File: src/hdl/soim_pkg.sv
`default_nettype none

package soim_pkg;

	localparam int unsigned VAL_W = 31;

	// action codes
	localparam logic [2:0] ACT_BEGIN = 3'd0;
	localparam logic [2:0] ACT_APPEND = 3'd1;
	localparam logic [2:0] ACT_END = 3'd2;
	localparam logic [2:0] ACT_L2G = 3'd3;
	localparam logic [2:0] ACT_G2L = 3'd4;

	// status codes
	localparam logic [3:0] ST_OK = 4'd0;
	localparam logic [3:0] ST_FULL = 4'd1;
	localparam logic [3:0] ST_NEG = 4'd2;
	localparam logic [3:0] ST_OVF = 4'd3;
	localparam logic [3:0] ST_MISMATCH = 4'd4;
	localparam logic [3:0] ST_NOT_BUILT = 4'd5;
	localparam logic [3:0] ST_ENTRY = 4'd6;
	localparam logic [3:0] ST_LOCAL = 4'd7;
	localparam logic [3:0] ST_GLOBAL = 4'd8;

	// sticky build error codes, equal to the low bits of the matching status
	localparam logic [1:0] ERR_NONE = 2'd0;
	localparam logic [1:0] ERR_FULL = 2'd1;
	localparam logic [1:0] ERR_NEG = 2'd2;
	localparam logic [1:0] ERR_OVF = 2'd3;

	localparam logic [VAL_W-1:0] VAL_MAX = '1;

	typedef logic [VAL_W-1:0] val_t;

	typedef struct packed {
		logic [2:0] action;
		logic signed [31:0] count;
		logic signed [31:0] entry_index;
		logic signed [31:0] local_index;
		logic signed [31:0] global_index;
	} in_item_t;

	typedef struct packed {
		logic [3:0] status;
		val_t found_global;
		val_t found_entry;
		val_t found_local;
	} out_item_t;

	typedef struct packed {
		logic valid;
		out_item_t item;
	} res_t;

endpackage

`default_nettype wire

File: src/hdl/soim_ctrl.sv
`default_nettype none

module soim_ctrl #(
	parameter int unsigned MAX_SEGMENTS = 256,
	parameter int unsigned AW = 9
) (
	input wire logic clk,
	input wire logic arst_n,
	input wire logic in_valid,
	input wire soim_pkg::in_item_t in_item,
	output logic in_ready,
	input wire soim_pkg::val_t expected_total,
	output soim_pkg::res_t res,
	input wire logic res_ready,
	output logic mem_we,
	output logic [AW-1:0] mem_waddr,
	output soim_pkg::val_t mem_wdata,
	output logic [AW-1:0] mem_raddr,
	input wire soim_pkg::val_t mem_rdata
);

	localparam int unsigned PADW = soim_pkg::VAL_W - AW;
	localparam logic [AW-1:0] MAX_CNT = AW'(MAX_SEGMENTS);
	localparam logic [AW-1:0] ONE = AW'(1);

	typedef enum logic [7:0] {
		S_IDLE = 8'b0000_0001,
		S_DECODE = 8'b0000_0010,
		S_L2G_BASE = 8'b0000_0100,
		S_L2G_SIZE = 8'b0000_1000,
		S_SEARCH = 8'b0001_0000,
		S_PROBE = 8'b0010_0000,
		S_FINISH = 8'b0100_0000,
		S_DONE = 8'b1000_0000
	} state_t;

	state_t state_q, state_d;
	soim_pkg::in_item_t item_q;
	logic [AW-1:0] seg_cnt_q, seg_cnt_d;
	soim_pkg::val_t total_q, total_d;
	logic [1:0] err_q, err_d;
	logic valid_q, valid_d;
	logic [AW-1:0] lo_q, lo_d, hi_q, hi_d, mid_q, mid_d;
	soim_pkg::val_t base_q, base_d;
	soim_pkg::out_item_t res_q, res_d;

	soim_pkg::val_t seg_cnt_ext;
	soim_pkg::val_t seg_size;
	logic [AW-1:0] mid;

	assign seg_cnt_ext = {{PADW{1'b0}}, seg_cnt_q};
	assign seg_size = mem_rdata - base_q;
	assign mid = lo_q + ((hi_q - lo_q) >> 1);

	assign in_ready = (state_q == S_IDLE);
	assign res.valid = (state_q == S_DONE);
	assign res.item = res_q;

	always_comb begin
		state_d = state_q;
		seg_cnt_d = seg_cnt_q;
		total_d = total_q;
		err_d = err_q;
		valid_d = valid_q;
		lo_d = lo_q;
		hi_d = hi_q;
		mid_d = mid_q;
		base_d = base_q;
		res_d = res_q;
		mem_we = 1'b0;
		mem_waddr = '0;
		mem_wdata = '0;
		mem_raddr = '0;
		case (state_q)
			S_IDLE: begin
				if (in_valid) begin
					state_d = S_DECODE;
				end
			end
			S_DECODE: begin
				res_d = '0;
				state_d = S_DONE;
				case (item_q.action)
					soim_pkg::ACT_BEGIN: begin
						seg_cnt_d = '0;
						total_d = '0;
						err_d = soim_pkg::ERR_NONE;
						valid_d = 1'b0;
						mem_we = 1'b1;
					end
					soim_pkg::ACT_APPEND: begin
						valid_d = 1'b0;
						if (err_q == soim_pkg::ERR_NONE) begin
							if (seg_cnt_q == MAX_CNT) begin
								err_d = soim_pkg::ERR_FULL;
							end else if (item_q.count[31]) begin
								err_d = soim_pkg::ERR_NEG;
							end else if (item_q.count[30:0] > (soim_pkg::VAL_MAX - total_q)) begin
								err_d = soim_pkg::ERR_OVF;
							end else begin
								total_d = total_q + item_q.count[30:0];
								seg_cnt_d = seg_cnt_q + ONE;
								mem_we = 1'b1;
								mem_waddr = seg_cnt_q + ONE;
								mem_wdata = total_q + item_q.count[30:0];
							end
						end
						res_d.status = {2'b00, err_d};
					end
					soim_pkg::ACT_END: begin
						if (err_q != soim_pkg::ERR_NONE) begin
							valid_d = 1'b0;
							res_d.status = {2'b00, err_q};
						end else if (total_q != expected_total) begin
							valid_d = 1'b0;
							res_d.status = soim_pkg::ST_MISMATCH;
						end else begin
							valid_d = 1'b1;
						end
					end
					soim_pkg::ACT_L2G: begin
						if (!valid_q) begin
							res_d.status = soim_pkg::ST_NOT_BUILT;
						end else if (item_q.entry_index[31]
								|| item_q.entry_index[30:0] >= seg_cnt_ext) begin
							res_d.status = soim_pkg::ST_ENTRY;
						end else begin
							mem_raddr = item_q.entry_index[AW-1:0];
							state_d = S_L2G_BASE;
						end
					end
					soim_pkg::ACT_G2L: begin
						if (!valid_q) begin
							res_d.status = soim_pkg::ST_NOT_BUILT;
						end else if (item_q.global_index[31]
								|| item_q.global_index[30:0] >= total_q) begin
							res_d.status = soim_pkg::ST_GLOBAL;
						end else begin
							lo_d = '0;
							hi_d = seg_cnt_q;
							state_d = S_SEARCH;
						end
					end
					default: begin
						res_d.status = soim_pkg::ST_OK;
					end
				endcase
			end
			S_L2G_BASE: begin
				base_d = mem_rdata;
				mem_raddr = item_q.entry_index[AW-1:0] + ONE;
				state_d = S_L2G_SIZE;
			end
			S_L2G_SIZE: begin
				if (item_q.local_index[31] || item_q.local_index[30:0] >= seg_size) begin
					res_d.status = soim_pkg::ST_LOCAL;
				end else begin
					res_d.found_global = base_q + item_q.local_index[30:0];
				end
				state_d = S_DONE;
			end
			S_SEARCH: begin
				if (lo_q < hi_q) begin
					mid_d = mid;
					mem_raddr = mid + ONE;
					state_d = S_PROBE;
				end else begin
					mem_raddr = lo_q;
					state_d = S_FINISH;
				end
			end
			S_PROBE: begin
				// upper bound of segment mid against the flat index
				if (mem_rdata <= item_q.global_index[30:0]) begin
					lo_d = mid_q + ONE;
				end else begin
					hi_d = mid_q;
				end
				state_d = S_SEARCH;
			end
			S_FINISH: begin
				res_d.found_entry = {{PADW{1'b0}}, lo_q};
				res_d.found_local = item_q.global_index[30:0] - mem_rdata;
				state_d = S_DONE;
			end
			S_DONE: begin
				if (res_ready) begin
					state_d = S_IDLE;
				end
			end
			default: begin
				state_d = S_IDLE;
			end
		endcase
	end

	always_ff @(posedge clk or negedge arst_n) begin
		if (!arst_n) begin
			state_q <= S_IDLE;
			seg_cnt_q <= '0;
			total_q <= '0;
			err_q <= soim_pkg::ERR_NONE;
			valid_q <= 1'b0;
		end else begin
			state_q <= state_d;
			seg_cnt_q <= seg_cnt_d;
			total_q <= total_d;
			err_q <= err_d;
			valid_q <= valid_d;
		end
	end

	always_ff @(posedge clk) begin
		if (in_valid && in_ready) begin
			item_q <= in_item;
		end
		lo_q <= lo_d;
		hi_q <= hi_d;
		mid_q <= mid_d;
		base_q <= base_d;
		res_q <= res_d;
	end

endmodule

`default_nettype wire

File: config.mk
export PLATFORM = sky130hd
export DESIGN_NAME = soim_ctrl
export DESIGN_NICKNAME = d
export VERILOG_FILES = /design/src/hdl/soim_pkg.sv /design/src/hdl/soim_ctrl.sv
export SDC_FILE = /design/constraint.sdc
export NUM_CORES = 1
export LEC_CHECK = 0
export BUFFER_PORTS_ARGS = -buffer_cell sky130_fd_sc_hd__buf_2
export CORE_MARGIN = 5
export CORE_UTILIZATION = 55
export DETAILED_ROUTE_END_ITERATION = 12
export PLACE_DENSITY = 0.86
export SYNTH_ARGS = -nofsm -noshare
export SYNTH_HDL_FRONTEND = slang
export SYNTH_SLANG_ARGS = --single-unit
export TNS_END_PERCENT = 30
File: constraint.sdc
create_clock -name clk -period 13 [get_ports clk]
set_clock_uncertainty 0.15 [all_clocks]
set_input_delay 2.6 -clock clk [delete_from_list [all_inputs] [get_ports clk]]
set_output_delay 2.6 -clock clk [all_outputs]
set_load 0.05 [all_outputs]
==> results.md <==
* CTS tree: yes
* Ys async rst share at approximately 16%
* Die height at around 200 µm
* Setup TNS Final at 0 ns
* DPL Wire Length at around 46 mm
* Cell taking the most area after synthesis: edfxtp_1
* Final min period at between 7 and 8 ns
* Share of layout cells above drive strength 1 at 18.1%
* Register area share after synthesis at between 40% and 50%
* Num CTS Buffers at 38
* Slowest CP cell: a21o_1
* Nets at 2789
* CP Launch Type: input port
* Top post-synthesis cells by area: edfxtp_1 (38%), ha_1 (13%), dfrtp_1 (6.1%), xnor2_1 (3.6%), a21oi_1 (3.6%)
* Non-filler cells, final at 2919
* Avg Inst Size Synth at approximately 10 µm²
* Reg2reg end: res[67]$_SDFFCE_PP0P_
* CP Capture Type: flip-flop
* Die Span X at between 200 and 250 µm
* Relative slew slack at 20.6%
* Vias in the first global route at 16.4k
* Fill count at around 2.9k
* Most common cell in the synthesized netlist: edfxtp_1
* Min-Delay Path Depth at 1
* Total grt overflow at 0
* Crit path max-delay family: compound AO/OA/AOI/OAI gates
* Clock insertion delay at the later pin of the skew report at 0.56 ns
* Final setup slack of the worst path at about 5.0 ns
* Post-Place Setup Slack at around 4.6 ns
* CP dominant cell by count: a21oi_1
* Final WL at approximately 57 mm
* Worst Reg-to-Reg Cells at 23
* Final hold slack at 0.454 ns
* Static Leak at between 0.01 and 0.015 µW
* Mean number of vias per cell at 5.80
* Yosys reg bits at about 320
* Worst slew pin tran at 1.19 ns
* Top post-synthesis cells by count: edfxtp_1 (264), ha_1 (217), nor2_1 (195)
* Reg-to-reg startpoint: base_q[8]$_DFFE_PP_
* Core area at between 30000 and 40000 µm²
* Fin crit share at roughly three fifths
* Clock tree buffer depth at 3
* Cell Chain, Critical Path: buf_2, ha_1, a21o_1, or4_1, o21ai_1, o21ai_0, a21oi_1, nor2b_1, o41ai_1, o21bai_1, a21oi_1, xnor2_1, ha_1, a21o_1, a21oi_1, nor2b_1, o21ai_0, nand2b_1, a211oi_1, o21ai_0, a31o_2, a21oi_1, a21o_1
* Row Count at 71
* Routed WL per cell at just under 20 µm
* Ys flop type: edfxtp_1
* Post-route ant nets at 0
* Largest net degree at the start of global routing at 75
* Area grow syn2layout at 16.4%
* Htree depth at 2
* Crit path capture: res[67]$_SDFFCE_PP0P_
* Residual DRC count at 0
* Via count at between 15k and 20k
* RSZ-0062 raised after global routing: false
* CP peak stage delay at roughly 0.94 ns
* Initial Util at between 50% and 60%
* Setup Buffers After CTS at 0
* Root Buffer: clkbuf_16
* Worst vdd ir at 0.113 mV
* Critical path peak fanout at 31
* Number of buffers and inverters on the critical path at 1
* Drt pass-1 iters at 6
* CP required at roughly 13 ns
* Finish-stage setup viols at 0
* Synth cell types at 79
* CP Data Arrival Time at around 8.0 ns
* # placed instances at 2840
* Clock transition at path regs at 0.06 ns
* Sequential Area at around 9200 µm²
* Mapped Cells at about 2.0k
* Post-synth EDFFs at ~260
* Max-cap violation count at 0
* Reg-to-reg setup timing slack at 6.75 ns
* Worst path depth at 23
* Die ar. at approximately 42000 µm²
* Post-synth top area share at roughly two fifths
* TritonCTS Sinks at around 320
* Fin. Hold Viols at 0
* Num ports at between 300 and 400
* CTS Hold Bufs at 0
* GRT Overall Usage at a little over a quarter
* Mapped Area at a little over 20000 µm²
* Max-slew violation count at 0
* Syn. warnings at 0
* CP Class: in -> reg
* Post-cts sizing count at 0
* Pwr/cell area at 159 nW/µm²
* Initial antenna violation count at 10
* Multi-input gate area at 10700 µm²
* GP Congestion at 0.998
* First-pass GRT wire length at 87.8 mm
* Outcome: finished clean
* Worst Hold Class: reg -> reg
* Crit path from: mem_rdata[8]
* Fmax at approximately 0.13 GHz
* Port Buffers at 323
* DRT iter0 DRCs at about 1.4k
==> kinds of logic after synthesis <==
group / share of synthesized area (%)
simple gates: 13.9
compound gates: 15.8
flops: 44.5
fa+ha+maj: 13.7
buf+inv: 4.28
xor+xnor: 7.08
mux: 0.642
other cells: 0.0181
==> sequential cells by signal, indices dropped and copies added, names as in the netlist <==
name,flops
base_q,31
mid_q,9
item_q,131
hi_q,9
lo_q,9
err_q,2
total_q,31
valid_q,1
state_q,8
res,75
seg_cnt_q,9
==> cells in the final DEF (no fill, tap or decap), types with 50 or more instances in the layout <==
cell type,count
dfrtp_1,50
o21ai_0,117
inv_1,152
edfxtp_1,264
a21oi_1,147
xor2_1,82
nand3_1,50
a21o_1,83
nor2_1,194
nand2_1,131
ha_1,217
xnor2_1,85
buf_2,323
==> per-stage QoR <==
| step | power [µW] | utilization [%] | instance area [µm²] |
|---|---|---|---|
| global route | 4020 | 64.3 | 24100 |
| finish | 3810 | 64.3 | 24100 |
| CTS | 3820 | 64.3 | 24000 |
| detailed placement | 2740 | 60.9 | 22800 |
| global placement | 2700 | 60.9 | 22800 |
| floorplan | 2400 | - | 20700 |
==> layout make-up <==
type                       count  share of cell area [%]
multi-input combinational   1529                    44.4
antenna                       10                   0.104
clock buffer                  48                    4.42
tap                          511                    2.66
timing repair buffer         332                    7.00
sequential                   315                    38.3
inverter                     153                    2.39
clock inverter                21                   0.817
==> worst min-delay path by stage <==
stage	from	end	slack, ns
finish	valid_q$_DFFE_PN0P_	valid_q$_DFFE_PN0P_	0.45
global route	total_q[14]$_DFFE_PN0P_	total_q[14]$_DFFE_PN0P_	0.48
CTS	valid_q$_DFFE_PN0P_	valid_q$_DFFE_PN0P_	0.45
detailed placement	valid_q$_DFFE_PN0P_	valid_q$_DFFE_PN0P_	0.43
global placement	total_q[9]$_DFFE_PN0P_	total_q[9]$_DFFE_PN0P_	0.41
floorplan	seg_cnt_q[1]$_DFFE_PN0P_	seg_cnt_q[1]$_DFFE_PN0P_	0.36
==> layer usage <==
metal  part of all wire (%)  track usage [%]
met1                     42             36.2
met2                     46             42.8
met3                    7.8             4.24
met4                    4.2             11.3
met5                      0                0
==> power breakdown <==
group / internal, µW / leakage, µW / switching (µW)
registers: 1300 / 0.00315 / 139
logic: 473 / 0.00679 / 834
clock network: 640 / 0.000613 / 423
Note: power is estimated with default switching activity, not from simulation.
